### src/design/tclp_pkg.sv
// shared types, constants and helpers for the timed cue list player
// no dependencies; imported by the top level and the checker

package tclp_pkg;

    // ring queue depth and line length limit
    localparam int RING_DEPTH = 16;
    localparam int LINE_BYTES = 32;

    localparam int QADDR_W = (RING_DEPTH > 1) ? $clog2(RING_DEPTH) : 1;
    localparam int QCNT_W  = $clog2(RING_DEPTH + 1);
    localparam int QSUM_W  = QADDR_W + 1;
    localparam int LLEN_W  = $clog2(LINE_BYTES);

    localparam int TIME_W  = 32;
    localparam int MASK_W  = 16;
    localparam int CUE_W   = TIME_W + MASK_W;

    // event codes
    localparam logic [2:0] OP_START = 3'd0;
    localparam logic [2:0] OP_STOP  = 3'd1;
    localparam logic [2:0] OP_CHAR  = 3'd2;
    localparam logic [2:0] OP_EOF   = 3'd3;
    localparam logic [2:0] OP_TICK  = 3'd4;

    // character codes
    localparam logic [7:0] CH_LF    = 8'h0A;
    localparam logic [7:0] CH_CR    = 8'h0D;
    localparam logic [7:0] CH_SPACE = 8'h20;
    localparam logic [7:0] CH_ZERO  = 8'h30;
    localparam logic [7:0] CH_NINE  = 8'h39;
    localparam logic [7:0] CH_LA    = 8'h61;
    localparam logic [7:0] CH_LF_A  = 8'h66;
    localparam logic [7:0] CH_UA    = 8'h41;
    localparam logic [7:0] CH_UF    = 8'h46;

    // line parser phases
    typedef enum logic [2:0] {
        PH_LEAD = 3'd0,
        PH_DEC  = 3'd1,
        PH_SEP  = 3'd2,
        PH_HEX  = 3'd3,
        PH_DONE = 3'd4,
        PH_DROP = 3'd5
    } phase_t;

    // sequencer states
    typedef enum logic [4:0] {
        ST_IDLE    = 5'b00001,
        ST_EXEC    = 5'b00010,
        ST_TICK_RD = 5'b00100,
        ST_TICK_CMP = 5'b01000,
        ST_DONE    = 5'b10000
    } state_t;

    function automatic logic is_dec(input logic [7:0] c);
        return (c >= CH_ZERO) && (c <= CH_NINE);
    endfunction

    function automatic logic is_hex(input logic [7:0] c);
        return is_dec(c) || ((c >= CH_LA) && (c <= CH_LF_A)) ||
               ((c >= CH_UA) && (c <= CH_UF));
    endfunction

    // nibble value of a hex digit, meaningful only where is_hex holds
    function automatic logic [3:0] hex_val(input logic [7:0] c);
        logic [3:0] v;
        if (is_dec(c)) begin
            v = c[3:0];
        end else begin
            v = c[3:0] + 4'd9;
        end
        return v;
    endfunction

endpackage

### src/design/timed_cue_list_player_top.sv
// timed cue list player: line parser, cue ring queue and tick sequencer
// depends on tclp_pkg and tclp_ram
//
// flow: start, stop, text and end-of-file events pass from input transfer
//   through the exec and done states to the result register; a tick walks
//   the read and compare states once per popped cue, via the cue-memory read port
// a new event is taken only after the result of the last one is loaded; s_ready
//   is high only while the sequencer idles
// reset: aresetn clears flags, queue pointers, parser and output valid; cue memory
//   holds no reset and is read only where it was written

module timed_cue_list_player_top (
    input  logic                        aclk,
    input  logic                        aresetn,
    input  logic                        s_valid,
    output logic                        s_ready,
    input  logic [2:0]                  s_opcode,
    input  logic [7:0]                  s_char_code,
    input  logic [31:0]                 s_now_ms,
    output logic                        m_valid,
    input  logic                        m_ready,
    output logic [15:0]                 m_light_mask,
    output logic                        m_playing,
    output logic [tclp_pkg::QCNT_W-1:0] m_pending_cues,
    output logic                        m_end_seen
);

    import tclp_pkg::*;

    state_t              state_reg, state_next;
    logic [2:0]          op_reg;
    logic [7:0]          char_reg;
    logic [TIME_W-1:0]   now_reg;

    logic                active_reg, active_next;
    logic                eof_reg, eof_next;
    logic [QADDR_W-1:0]  head_reg, head_next;
    logic [QCNT_W-1:0]   count_reg, count_next;
    logic [MASK_W-1:0]   mask_reg, mask_next;
    logic [TIME_W-1:0]   start_reg, start_next;
    logic [TIME_W-1:0]   pos_reg, pos_next;
    logic [LLEN_W-1:0]   len_reg, len_next;
    phase_t              phase_reg, phase_next;
    logic [TIME_W-1:0]   tacc_reg, tacc_next;
    logic [MASK_W-1:0]   macc_reg, macc_next;

    logic                m_valid_reg, m_valid_next;
    logic [MASK_W-1:0]   out_mask_reg;
    logic                out_play_reg;
    logic [QCNT_W-1:0]   out_count_reg;
    logic                out_eof_reg;
    logic                out_load;

    logic                wr_en;
    logic [QADDR_W-1:0]  tail;
    logic [QSUM_W-1:0]   tail_sum;
    logic [CUE_W-1:0]    rd_data;
    logic [TIME_W-1:0]   rd_time;
    logic [MASK_W-1:0]   rd_mask;
    logic [TIME_W-1:0]   dec_next;
    logic                line_ok;

    assign s_ready = (state_reg == ST_IDLE);

    // cue storage, read address follows the queue head
    tclp_ram #(
        .WIDTH (CUE_W),
        .DEPTH (RING_DEPTH)
    ) u_cue_ram (
        .aclk    (aclk),
        .wr_en   (wr_en),
        .wr_addr (tail),
        .wr_data ({tacc_reg, macc_reg}),
        .rd_addr (head_reg),
        .rd_data (rd_data)
    );

    assign rd_time = rd_data[CUE_W-1:MASK_W];
    assign rd_mask = rd_data[MASK_W-1:0];

    // tail slot of the ring
    always_comb begin
        tail_sum = QSUM_W'(head_reg) + QSUM_W'(count_reg);
        if (tail_sum >= QSUM_W'(RING_DEPTH)) begin
            tail_sum = tail_sum - QSUM_W'(RING_DEPTH);
        end
        tail = tail_sum[QADDR_W-1:0];
    end

    // decimal accumulate, times ten as two shifts
    assign dec_next = (tacc_reg << 3) + (tacc_reg << 1) + TIME_W'(char_reg[3:0]);

    assign line_ok = ((phase_reg == PH_HEX) || (phase_reg == PH_DONE)) &&
                     (count_reg < QCNT_W'(RING_DEPTH));

    assign out_load = (state_reg == ST_DONE) && (!m_valid_reg || m_ready);

    // sequencer
    always_comb begin
        state_next  = state_reg;
        active_next = active_reg;
        eof_next    = eof_reg;
        head_next   = head_reg;
        count_next  = count_reg;
        mask_next   = mask_reg;
        start_next  = start_reg;
        pos_next    = pos_reg;
        len_next    = len_reg;
        phase_next  = phase_reg;
        tacc_next   = tacc_reg;
        macc_next   = macc_reg;
        wr_en       = 1'b0;

        unique case (state_reg)
            ST_IDLE: begin
                if (s_valid) begin
                    state_next = ST_EXEC;
                end
            end
            ST_EXEC: begin
                state_next = ST_DONE;
                unique case (op_reg)
                    OP_START: begin
                        active_next = 1'b1;
                        eof_next    = 1'b0;
                        head_next   = '0;
                        count_next  = '0;
                        mask_next   = '0;
                        start_next  = now_reg;
                        len_next    = '0;
                        phase_next  = PH_LEAD;
                        tacc_next   = '0;
                        macc_next   = '0;
                    end
                    OP_STOP: begin
                        active_next = 1'b0;
                        mask_next   = '0;
                    end
                    OP_CHAR, OP_EOF: begin
                        if (active_reg) begin
                            if ((op_reg == OP_EOF) || (char_reg == CH_LF) ||
                                (char_reg == CH_CR)) begin
                                // line end: push a good cue, reset the parser
                                if (line_ok) begin
                                    wr_en      = 1'b1;
                                    count_next = count_reg + 1'b1;
                                end
                                len_next   = '0;
                                phase_next = PH_LEAD;
                                tacc_next  = '0;
                                macc_next  = '0;
                                if (op_reg == OP_EOF) begin
                                    eof_next = 1'b1;
                                end
                            end else if (len_reg < LLEN_W'(LINE_BYTES - 1)) begin
                                len_next = len_reg + 1'b1;
                                unique case (phase_reg)
                                    PH_LEAD: begin
                                        if (is_dec(char_reg)) begin
                                            tacc_next  = TIME_W'(char_reg[3:0]);
                                            phase_next = PH_DEC;
                                        end else if (char_reg != CH_SPACE) begin
                                            phase_next = PH_DROP;
                                        end
                                    end
                                    PH_DEC: begin
                                        if (is_dec(char_reg)) begin
                                            tacc_next = dec_next;
                                        end else if (char_reg == CH_SPACE) begin
                                            phase_next = PH_SEP;
                                        end else begin
                                            phase_next = PH_DROP;
                                        end
                                    end
                                    PH_SEP: begin
                                        if (is_hex(char_reg)) begin
                                            macc_next  = MASK_W'(hex_val(char_reg));
                                            phase_next = PH_HEX;
                                        end else if (char_reg != CH_SPACE) begin
                                            phase_next = PH_DROP;
                                        end
                                    end
                                    PH_HEX: begin
                                        if (is_hex(char_reg)) begin
                                            macc_next = {macc_reg[MASK_W-5:0],
                                                         hex_val(char_reg)};
                                        end else begin
                                            phase_next = PH_DONE;
                                        end
                                    end
                                    default: begin
                                    end
                                endcase
                            end
                        end
                    end
                    OP_TICK: begin
                        if (active_reg) begin
                            pos_next   = now_reg - start_reg;
                            state_next = ST_TICK_RD;
                        end else begin
                            mask_next = '0;
                        end
                    end
                    default: begin
                    end
                endcase
            end
            ST_TICK_RD: begin
                // ram data for the current head shows up next cycle
                state_next = ST_TICK_CMP;
            end
            ST_TICK_CMP: begin
                if ((count_reg != '0) && (rd_time <= pos_reg)) begin
                    mask_next  = rd_mask;
                    count_next = count_reg - 1'b1;
                    if (head_reg == QADDR_W'(RING_DEPTH - 1)) begin
                        head_next = '0;
                    end else begin
                        head_next = head_reg + 1'b1;
                    end
                    state_next = ST_TICK_RD;
                end else begin
                    if (eof_reg && (count_reg == '0)) begin
                        mask_next   = '0;
                        active_next = 1'b0;
                    end
                    state_next = ST_DONE;
                end
            end
            ST_DONE: begin
                if (out_load) begin
                    state_next = ST_IDLE;
                end
            end
            default: begin
                state_next = ST_IDLE;
            end
        endcase
    end

    // output valid
    always_comb begin
        m_valid_next = m_valid_reg;
        if (m_valid_reg && m_ready) begin
            m_valid_next = 1'b0;
        end
        if (out_load) begin
            m_valid_next = 1'b1;
        end
    end

    // control state
    always_ff @(posedge aclk) begin
        if (!aresetn) begin
            state_reg   <= ST_IDLE;
            active_reg  <= 1'b0;
            eof_reg     <= 1'b0;
            head_reg    <= '0;
            count_reg   <= '0;
            mask_reg    <= '0;
            start_reg   <= '0;
            len_reg     <= '0;
            phase_reg   <= PH_LEAD;
            tacc_reg    <= '0;
            macc_reg    <= '0;
            m_valid_reg <= 1'b0;
        end else begin
            state_reg   <= state_next;
            active_reg  <= active_next;
            eof_reg     <= eof_next;
            head_reg    <= head_next;
            count_reg   <= count_next;
            mask_reg    <= mask_next;
            start_reg   <= start_next;
            len_reg     <= len_next;
            phase_reg   <= phase_next;
            tacc_reg    <= tacc_next;
            macc_reg    <= macc_next;
            m_valid_reg <= m_valid_next;
        end
    end

    // captured event and result payload
    always_ff @(posedge aclk) begin
        pos_reg <= pos_next;
        if (s_valid && s_ready) begin
            op_reg   <= s_opcode;
            char_reg <= s_char_code;
            now_reg  <= s_now_ms;
        end
        if (out_load) begin
            out_mask_reg  <= mask_reg;
            out_play_reg  <= active_reg;
            out_count_reg <= count_reg;
            out_eof_reg   <= eof_reg;
        end
    end

    assign m_valid        = m_valid_reg;
    assign m_light_mask   = out_mask_reg;
    assign m_playing      = out_play_reg;
    assign m_pending_cues = out_count_reg;
    assign m_end_seen     = out_eof_reg;

endmodule

### src/design/tclp_ram.sv
// generic single-write, single-read ram with registered read data
// no dependencies

module tclp_ram #(
    parameter int WIDTH = 8,
    parameter int DEPTH = 16
) (
    input  logic                             aclk,
    input  logic                             wr_en,
    input  logic [$clog2(DEPTH > 1 ? DEPTH : 2)-1:0] wr_addr,
    input  logic [WIDTH-1:0]                 wr_data,
    input  logic [$clog2(DEPTH > 1 ? DEPTH : 2)-1:0] rd_addr,
    output logic [WIDTH-1:0]                 rd_data
);

    logic [WIDTH-1:0] mem [DEPTH];

    // write port and registered read port
    always_ff @(posedge aclk) begin
        if (wr_en) begin
            mem[wr_addr] <= wr_data;
        end
        rd_data <= mem[rd_addr];
    end

endmodule

### config.mk
export PLATFORM = sky130hd
export DESIGN_NAME = timed_cue_list_player_top
export DESIGN_NICKNAME = d
export VERILOG_FILES = /design/src/design/tclp_pkg.sv /design/src/design/timed_cue_list_player_top.sv /design/src/design/tclp_ram.sv
export SDC_FILE = /design/constraint.sdc
export NUM_CORES = 1
export LEC_CHECK = 0
export BUFFER_PORTS_ARGS = -buffer_cell sky130_fd_sc_hd__buf_4
export CAP_MARGIN = 20
export CORE_UTILIZATION = 25
export DETAILED_ROUTE_END_ITERATION = 16
export PLACE_DENSITY = 0.48
export SYNTH_ARGS = -nofsm -noshare
export SYNTH_HDL_FRONTEND = slang
export SYNTH_SLANG_ARGS = --single-unit
### constraint.sdc
create_clock -name aclk -period 3.82 [get_ports aclk]
set_input_delay 0.382 -clock aclk [delete_from_list [all_inputs] [get_ports aclk]]
set_output_delay 0.382 -clock aclk [all_outputs]
set_load 0.01 [all_outputs]
==> run_results.csv, run 1 <==
group,metric,value,unit
grt,antenna_found_initial,6,
sta,skew,0.05400,ns
synthesis,synthTopCellsByArea,"edfxtp_1 61%, mux4_2 13%, dfxtp_1 8.0%, ha_1 3.9%, nand2_1 1.3%",
cells_and_area,final_nets,2829,
clock_network,postCtsSetupBuffers,0,
sta,finalSetupTns,0,ns
synthesis,synth_fa_ha_area_share,4.114,%
clock_network,cts_htree_levels,3,
grt,grt_max_degree,105,
cells_and_area,drive_gt1_share,22.73,%
detailed_routing,drtIter0Drc,1482,
synthesis,synth_mux_area_share,12.94,%
setup_path,cp.required,4.42,ns
run,drv_cap,0,
grt,grt_usage,12.00,%
sta,finalCritPeriodShare,92.01,%
grt,first_global_vias,23070,
floorplan,die_w,413.5,um
cells_and_area,diodes,0,
cells_and_area,multi_input_area,12320,sq um
sta,worst_slew_pin_slew,0.9777,ns
detailed_routing,antenna_left,0,
synthesis,netlist_area,42330,sq um
clock_network,clk-insertion-delay-late,0.73,ns
synthesis,synthFlopType,"edfxtp_1",
detailed_routing,wl_per_cell,20.73,um
synthesis,synthSimpleGateAreaFrac,4.413,%
synthesis,synth_seq_cells,1035,
synthesis,yosysTopAreaCell,"edfxtp_1",
sta,period_needed,3.515,ns
synthesis,yosysSeqAreaShare,69.42,%
clock_network,clkSlewWorstSetupHoldPaths,0.07,ns
placement,io_buffers,71,
floorplan,start_util,25.26,%
cells_and_area,finalInstanceArea,50330,sq um
synthesis,synth_top_family_by_area,"multiplexers",
placement,place_congestion,0.7620,
floorplan,core_region_area,167600,sq um
grt,grt_overflow,0,
clock_network,clockBufferDepth,3,
clock_network,cts_root_buf,"clkbuf_16",
cells_and_area,regMostFlops,"u_cue_ram.mem",
cells_and_area,finalNonFillerCells,4941,
power,ir_drop,0.0003429,V
placement,placed_cells,4695,
sta,rsz0062_at_grt,"false",
synthesis,synth_nets,2613,
detailed_routing,drc_errors,0,
detailed_routing,vias_per_cell,4.433,
power,p_leak,16.43,nW
synthesis,synth_compound_area_share,5.941,%
power,total_power,23.03,mW
clock_network,cts.sinks,1035,
synthesis,synth_cells,2430,
clock_network,cts_buffers,107,
grt,grt_pass1_wl,152.3,mm
sta,hold_viol,0,
synthesis,synth_edf_count,866,
run_status,status,"finished clean",
clock_network,tritoncts,"yes",
synthesis,synth_cell_types,79,
sta,slew_violations,0,
setup_path,worstSetupEndpointType,"flop",
sta,relSlewSlack,34.82,%
detailed_routing,firstDrtPassIters,5,
floorplan,rows,150,
sta,setup_viol,0,
min_path,hp-class,"in -> reg",
placement,dp_hpwl,60.53,mm
setup_path,start_kind,"flop",
sta,max_freq,0.2845,GHz
floorplan,pin_count,72,
setup_path,cp.arrival,4.12,ns
detailed_routing,vias,21900,
cells_and_area,final_util,30.03,%
floorplan,die_area,171000,sq um
synthesis,yosysTopAreaCellShare,61.43,%
power,power.density,457.6,nW/um^2
cells_and_area,largest_reg_flops,768,
cells_and_area,nFillCells,16450,
detailed_routing,finalWirelength,102.4,mm
synthesis,syn_area_per_cell,17.42,sq um
cells_and_area,regArea,29400,sq um
placement,place_area,46330,sq um
floorplan,fp.dieH,413.5,um
placement,pre_cts_ws,0.2574,ns
sta,setup_ws,0.3051,ns
synthesis,ys_async_sr_fraction,0,%
cells_and_area,syn2layout_area_growth,18.89,%
synthesis,yosys_warnings,0,
setup_path,cp_max_fo,5,
sta,holdWs,0.1323,ns
synthesis,synth-xor-area-share,1.366,%
cells_and_area,top_regs,"u_cue_ram.mem x768, u_cue_ram.rd_data x48",
setup_path,path_class,"reg -> reg",
routing by layer:
metal	routed length, um	up-vias	GRT usage (%)
met2	50410	353	20.55
met1	46980	11390	15.84
met3	3240	114	1.530
met5	18	-	0
li1	-	10040	-
met4	1778	2	3.366
worst max-delay path, cell delays in order (launching register included):
cell and delay [ns]:
edfxtp_1 0.42, inv_1 0.10, fa_1 0.58, inv_1 0.05, ha_1 0.28, a211oi_1 0.30, o211ai_1 0.15, a31oi_1 0.31
o21ai_0 0.16, a21oi_1 0.20, o211ai_1 0.29, a31oi_1 0.28, xor2_1 0.21, o21ai_2 0.06
path summary, 6_finish.rpt:
| path | from | end | slack, ns | cells after the start |
|---|---|---|---|---|
| min | aresetn | tacc_reg[1] | 0.13 | 2 |
| min reg2reg | mask_reg[4] | m_light_mask[4] | 0.43 | 0 |
| max | char_reg[3] | tacc_reg[25] | 0.31 | 13 |
| max reg2reg | char_reg[3] | tacc_reg[25] | 0.31 | 13 |
where the power goes:
group          total (mW)  internal (mW)  switching [mW]  leakage [nW]
clock                10.4           5.92            4.51          1.69
sequential           12.2           12.1          0.0340          9.32
combinational       0.438          0.199           0.239          5.43
total                23.0           18.2            4.78          16.4
layout make-up:
class | instances | share of cell area (%)
flip-flops and latches | 1035 | 58.42
multi-input cells | 1204 | 24.49
clock buffers | 152 | 5.882
well taps | 2204 | 5.479
repair buffers | 205 | 3.928
clock inverters | 48 | 1.109
inverters | 93 | 0.6936
repair_timing:
action,CTS,global route
hold endpoints to repair,45,0
setup endpoints to repair,0,1
resized for setup,0,1
hold buffers,45,0
cells by family (layout without fill, tap and decap cells):
kind of cell,Yosys count,count (layout)
flops,1035,1035
buf+inv,191,498
simple gates,383,383
compound gates,371,371
mux,247,247
fa+ha+maj,137,137
xor+xnor,66,66
synthesized netlist by cell type, drive strengths merged (36+ instances only):
library cell  number
edfxtp           866
mux4             240
dfxtp            169
nand2            162
ha               132
inv               93
a21oi             86
o21ai             70
clkbuf            63
nor2              63
a21boi            54
xnor2             43
a21o              42
nand3             36
cells in the final DEF (no fill, tap or decap), types with 7 or more instances in the layout:
cell / instances
a22oi_1: 13
a21o_1: 42
o21ai_0: 47
xor2_1: 23
a21boi_0: 41
and2_1: 9
o21a_1: 9
o211ai_1: 12
o21bai_1: 7
nand3_1: 36
clkinv_2: 13
nor2_4: 17
clkbuf_16: 110
nor2b_1: 30
dfxtp_1: 165
dlygate4sd3_1: 45
nand2_1: 151
a21oi_1: 85
buf_12: 26
xnor2_1: 43
a211oi_1: 7
bufinv_16: 7
clkinv_1: 9
nor3_1: 14
nand2b_1: 10
inv_1: 93
ha_1: 132
edfxtp_1: 866
a22o_1: 16
buf_4: 134
nand2_2: 11
and3_1: 10
clkbuf_1: 37
o21ai_2: 10
a21boi_1: 13
o21ai_1: 13
nor2_1: 45
a31oi_1: 18
mux4_2: 240
nand4_1: 12
(Power assumes the default switching activity.)
==> inputs of run 2 (changes only) <==
--- a/config.mk
+++ b/config.mk
@@ -7,9 +7,12 @@
 export LEC_CHECK = 0
 export BUFFER_PORTS_ARGS = -buffer_cell sky130_fd_sc_hd__buf_4
 export CAP_MARGIN = 20
+export CORE_MARGIN = 2
 export CORE_UTILIZATION = 25
+export CTS_BUF_LIST = sky130_fd_sc_hd__clkbuf_2
 export DETAILED_ROUTE_END_ITERATION = 16
 export PLACE_DENSITY = 0.48
+export RECOVER_POWER = 25
 export SYNTH_ARGS = -nofsm -noshare
 export SYNTH_HDL_FRONTEND = slang
 export SYNTH_SLANG_ARGS = --single-unit
==> run_results.csv, run 2 (same netlist as run 1, synthesis figures left out) <==
group,metric,value,unit
detailed_routing,finalWirelength,109.5,mm
cells_and_area,syn2layout_area_growth,18.61,%
detailed_routing,firstDrtPassIters,7,
sta,setup_viol,0,
floorplan,pin_count,72,
setup_path,worstSetupEndpointType,"flop",
floorplan,fp.dieH,415.5,um
clock_network,cts_buffers,289,
placement,pre_cts_ws,0.2303,ns
clock_network,clk-insertion-delay-late,1.58,ns
setup_path,cp.arrival,4.95,ns
power,ir_drop,0.0003070,V
clock_network,clockBufferDepth,4,
min_path,holdPathStages,3,
grt,grt_usage,12.64,%
floorplan,core_region_area,168700,sq um
sta,slew_violations,0,
clock_network,cts.sinks,1035,
detailed_routing,drc_errors,0,
sta,setup_ws,0.2576,ns
sta,holdWs,0.2757,ns
cells_and_area,final_common_cell,"edfxtp_1",
cells_and_area,top_regs,"u_cue_ram.mem x768, u_cue_ram.rd_data x48",
detailed_routing,vias_per_cell,4.447,
placement,place_congestion,0.7547,
floorplan,die_w,415.5,um
cells_and_area,layout_common_cells,"866 x edfxtp_1, 429 x clkbuf_2, 240 x mux4_2",
setup_path,rrSetupSlack,0.26,ns
sta,relSlewSlack,27.16,%
clock_network,cts_htree_levels,5,
floorplan,die_area,172600,sq um
cells_and_area,final_nets,3105,
placement,place_area,46420,sq um
cells_and_area,regMostFlops,"u_cue_ram.mem",
sta,skew,0.1382,ns
clock_network,cts_root_buf,"clkbuf_2",
sta,period_needed,3.562,ns
run_status,status,"finished clean",
setup_path,rr_startpoint,"char_reg[3]",
placement,dp_hpwl,61.76,mm
setup_path,cp_max_fo,5,
min_path,hp-start,"s_now_ms[1]",
placement,io_buffers,71,
setup_path,start_kind,"flop",
detailed_routing,wl_per_cell,20.46,um
setup_path,path_class,"reg -> reg",
cells_and_area,finalInstanceArea,50210,sq um
grt,antenna_found_initial,8,
floorplan,rows,151,
grt,grt_max_degree,111,
detailed_routing,antenna_left,0,
power,power.density,404.0,nW/um^2
cells_and_area,drive_gt1_share,28.40,%
sta,finalCritPeriodShare,93.26,%
run,drv_cap,0,
min_path,hp-class,"in -> reg",
grt,grt_pass1_wl,162.3,mm
cells_and_area,finalNonFillerCells,5351,
placement,placed_cells,4710,
setup_path,reg2reg_depth,13,
sta,hold_viol,0,
min_path,holdPathEnd,"now_reg[1]",
cells_and_area,largest_reg_flops,768,
power,total_power,20.28,mW
power,p_leak,16.98,nW
setup_path,reg2reg_to,"tacc_reg[27]",
sta,worst_slew_pin_slew,1.093,ns
detailed_routing,drtIter0Drc,1540,
sta,max_freq,0.2807,GHz
grt,first_global_vias,25190,
clock_network,tritoncts,"yes",
grt,grt_overflow,0,
detailed_routing,vias,23800,
clock_network,clkSlewWorstSetupHoldPaths,0.09,ns
floorplan,start_util,25.09,%
sta,rsz0062_at_grt,"false",
setup_path,cp.required,5.21,ns
==> run 2: changes by cell type in the layout (fill, tap and decap cells not counted), sizes merged <==
cell / change
buf: -63
bufinv: -5
clkbuf: +341
clkinv: +30
clkinvlp: -6
diode: +10
dlygate4sd3: +93
inv: -4
==> run 2: how the worst max path moves through the flow <==
| stage | from | end | cells past startpoint |
|---|---|---|---|
| 2_1_floorplan | char_reg[5] | u_cue_ram.mem[4][0] | 5 |
| 3_5_place_dp | char_reg[3] | tacc_reg[27] | 13 |
| 4_1_cts | pos_reg[21] | count_reg[3] | 12 |
| 5_1_grt | char_reg[3] | tacc_reg[29] | 13 |
| 6_report | char_reg[3] | tacc_reg[27] | 13 |
| 3_3_place_gp | char_reg[3] | tacc_reg[21] | 14 |
==> run 2: metrics by stage <==
stage / setup TNS [ns] / utilization (%)
after global placement: 0 / 27.51
after global routing: 0 / 29.76
after CTS: 0 / 29.79
after floorplan: -151.60 / -
after detailed placement: 0 / 27.51
final: 0 / 29.76
==> run 2: layout make-up <==
type,count,area (sq um)
antenna,10,25.02
clock buffer,429,2147
clock inverter,63,299.0
fill,16820,118500
inverter,93,349.1
multi-input combinational,1204,12320
sequential,1035,29400
tap,2218,2775
timing repair buffer,299,2888
==> run 2: power breakdown <==
part           leakage [nW]  switching (mW)  internal [mW]
registers              9.32          0.0341           12.1
logic                  5.73           0.265          0.257
clock network          1.93            4.53           3.10
==> run 2: routing by layer <==
layer	up-vias	routed length, um	GRT usage [%]
met5	-	0	0
met4	0	1790	3.656
met3	131	5704	3.126
met2	567	52440	20.49
met1	12320	49550	16.72
li1	10780	-	-
==> run 2: timing repair <==
action                                  CTS  global route
endpoints found under the hold margin   230             0
resized for setup                         0             2
buffers inserted                          0             0
hold buffers                            139             0
endpoints found under the setup margin    0             2
==> run 2: worst max-delay path, cell delays in order, from the launching register on <==
cell and delay (ns):
edfxtp_1 0.42, inv_1 0.10, fa_1 0.58, inv_1 0.05, ha_1 0.28, a211oi_1 0.31
o211ai_1 0.16, a31oi_1 0.34, o21ai_0 0.19, a21oi_1 0.18, o211ai_1 0.28, a31oi_1 0.29
xor2_1 0.19, o21ai_2 0.06
==> inputs of run 3 (changes only) <==
--- a/config.mk
+++ b/config.mk
@@ -11,8 +11,10 @@
 export CORE_UTILIZATION = 25
 export CTS_BUF_LIST = sky130_fd_sc_hd__clkbuf_2
 export DETAILED_ROUTE_END_ITERATION = 16
+export GPL_TIMING_DRIVEN = 0
 export PLACE_DENSITY = 0.48
 export RECOVER_POWER = 25
+export SKIP_LAST_GASP = 1
 export SYNTH_ARGS = -nofsm -noshare
 export SYNTH_HDL_FRONTEND = slang
 export SYNTH_SLANG_ARGS = --single-unit
==> run_results.csv, run 3 (same netlist as run 1, synthesis figures left out) <==
group,metric,value,unit
grt,first_global_vias,25410,
sta,slew_violations,0,
setup_path,path_cells,"or4_4 > nor3_4 > o211ai_1 > or3_1 > nor2_4 > buf_12",
grt,grt_use_met1,17.24,%
cells_and_area,final_common_cell,"edfxtp_1",
cells_and_area,nFillCells,16780,
run_status,status,"finished clean",
detailed_routing,vias_per_cell,4.498,
sta,period_needed,3.659,ns
detailed_routing,drc_errors,0,
clock_network,clockBufferDepth,4,
setup_path,cp.required,4.96,ns
setup_path,rr_startpoint,"char_reg[5]",
cells_and_area,layout_common_cells,"866 x edfxtp_1, 432 x clkbuf_2, 240 x mux4_2",
floorplan,die_w,415.5,um
cells_and_area,regMostFlops,"u_cue_ram.mem",
sta,setup_viol,0,
grt,grt_overflow,0,
setup_path,rrSetupSlack,0.16,ns
placement,io_buffers,70,
setup_path,setup.worst_path.start,"char_reg[5]",
clock_network,clkSlewWorstSetupHoldPaths,0.10,ns
grt,grt_usage,13.33,%
sta,worst_slew_pin_slew,1.137,ns
detailed_routing,vias,24310,
min_path,hp-class,"in -> reg",
clock_network,cts_root_buf,"clkbuf_2",
power,p_leak,17.21,nW
sta,skew,0.1112,ns
setup_path,reg2reg_to,"u_cue_ram.mem[12][21]",
floorplan,die_area,172600,sq um
sta,finalSetupTns,0,ns
placement,dp_hpwl,76.31,mm
sta,rsz0062_at_grt,"true",
detailed_routing,wl_per_cell,21.36,um
cells_and_area,syn2layout_area_growth,19.98,%
grt,top_usage_layer,"met2",
sta,relSlewSlack,24.18,%
sta,hold_viol,0,
detailed_routing,firstDrtPassIters,6,
setup_path,cp_max_fo,16,
sta,max_freq,0.2733,GHz
power,ir_drop,0.0002577,V
detailed_routing,drtIter0Drc,1719,
setup_path,start_kind,"flop",
setup_path,endpoint,"u_cue_ram.mem[12][21]",
floorplan,core_region_area,168700,sq um
setup_path,cp.arrival,4.80,ns
setup_path,path_class,"reg -> reg",
floorplan,pin_count,72,
detailed_routing,antenna_left,0,
floorplan,rows,151,
setup_path,slowest_delay,0.73,ns
floorplan,start_util,25.09,%
setup_path,reg2reg_depth,6,
grt,grt_pass1_wl,169.4,mm
sta,finalCritPeriodShare,95.78,%
grt,use_met3,2.569,%
clock_network,tritoncts,"yes",
power,power.density,400.1,nW/um^2
clock_network,clk-insertion-delay-late,1.52,ns
grt,grt_max_degree,37,
run,drv_cap,0,
cells_and_area,final_nets,3171,
cells_and_area,top_regs,"u_cue_ram.mem x768, u_cue_ram.rd_data x48",
setup_path,crit_path_top_delay_cell,"nor2_4",
detailed_routing,finalWirelength,115.5,mm
clock_network,cts.sinks,1035,
placement,place_congestion,0.8083,
clock_network,cts_buffers,284,
clock_network,cts_htree_levels,5,
cells_and_area,drive_gt1_share,28.54,%
grt,antenna_found_initial,6,
floorplan,fp.dieH,415.5,um
grt,use_met2,22.65,%
cells_and_area,final_util,30.10,%
setup_path,worstSetupEndpointType,"flop",
cells_and_area,largest_reg_flops,768,
-- run 3: cell count changes in the layout (fill, tap and decap cells not counted), sizes merged --
cell	delta
dlygate4sd3	-8
clkinv	-15
buf	+76
clkdlybuf4s15	+1
clkbuf	+4
bufinv	+1
diode	-5
-- run 3: worst min path at each step --
stage / start / endpoint / slack [ns] / depth (start not counted)
6_report: s_now_ms[10] / now_reg[10] / 0.30 / 3
3_5_place_dp: mask_reg[11] / m_light_mask[11] / 0.42 / 0
4_1_cts: s_now_ms[9] / now_reg[9] / 0.02 / 3
5_1_grt: s_now_ms[9] / now_reg[9] / 0.15 / 3
2_1_floorplan: count_reg[3] / m_pending_cues[3] / 0.41 / 0
3_3_place_gp: mask_reg[7] / m_light_mask[7] / 0.42 / 0
-- run 3: per-stage QoR --
| stage | power (mW) | instance area, sq um | instances | worst slack [ns] | hold WS, ns |
|---|---|---|---|---|---|
| finish | 20.32 | 50790 | 5405 | 0.1613 | 0.2988 |
| detailed placement | 12.82 | 46900 | 4778 | -0.4939 | 0.4207 |
| global route | 21.30 | 50790 | 5404 | -0.04852 | 0.1540 |
| floorplan | 12.65 | 42340 | 2430 | -0.3475 | 0.4064 |
| global placement | 12.82 | 45640 | 4718 | -4.367 | 0.4191 |
| CTS | 20.64 | 50690 | 5393 | 0.009781 | 0.02441 |
-- run 3: critical path: cells and delay by family (launching register included) --
family,cells,cell delay (ns)
AND/OR/NAND/NOR,4,2.24
flip-flops,1,0.51
buffers and inverters,1,0.28
AO/OA/AOI/OAI,1,0.23
-- run 3: repair_timing --
action | CTS | global route
hold endpoints to repair | 176 | 0
setup endpoints to repair | 83 | 102
buffers inserted | 5 | 7
pin swaps | 5 | 7
hold buffers | 130 | 0
gates resized for setup | 11 | 5
-- run 3: final cells by class --
type	instances	area, sq um	area share, %
Antenna cell	5	12.51	0.02464
Buffer	97	422.9	0.8327
Clock buffer	431	2157	4.247
Clock inverter	49	265.3	0.5223
Inverter	93	349.1	0.6873
Multi-Input combinational cell	1204	12340	24.29
Sequential cell	1035	29400	57.88
Tap cell	2218	2775	5.464
Timing Repair Buffer	273	3073	6.050
-- run 3: metal layers --
layer | up-vias | routed length, um
li1 | 10920 | -
met1 | 12650 | 51190
met2 | 640 | 57680
met3 | 110 | 5093
met4 | 0 | 1500
met5 | - | 0
-- run 3: power breakdown --
part	leakage (nW)	switching (mW)	internal, mW
clock network	1.92	4.50	3.15
logic	5.97	0.272	0.257
registers	9.32	0.0349	12.1
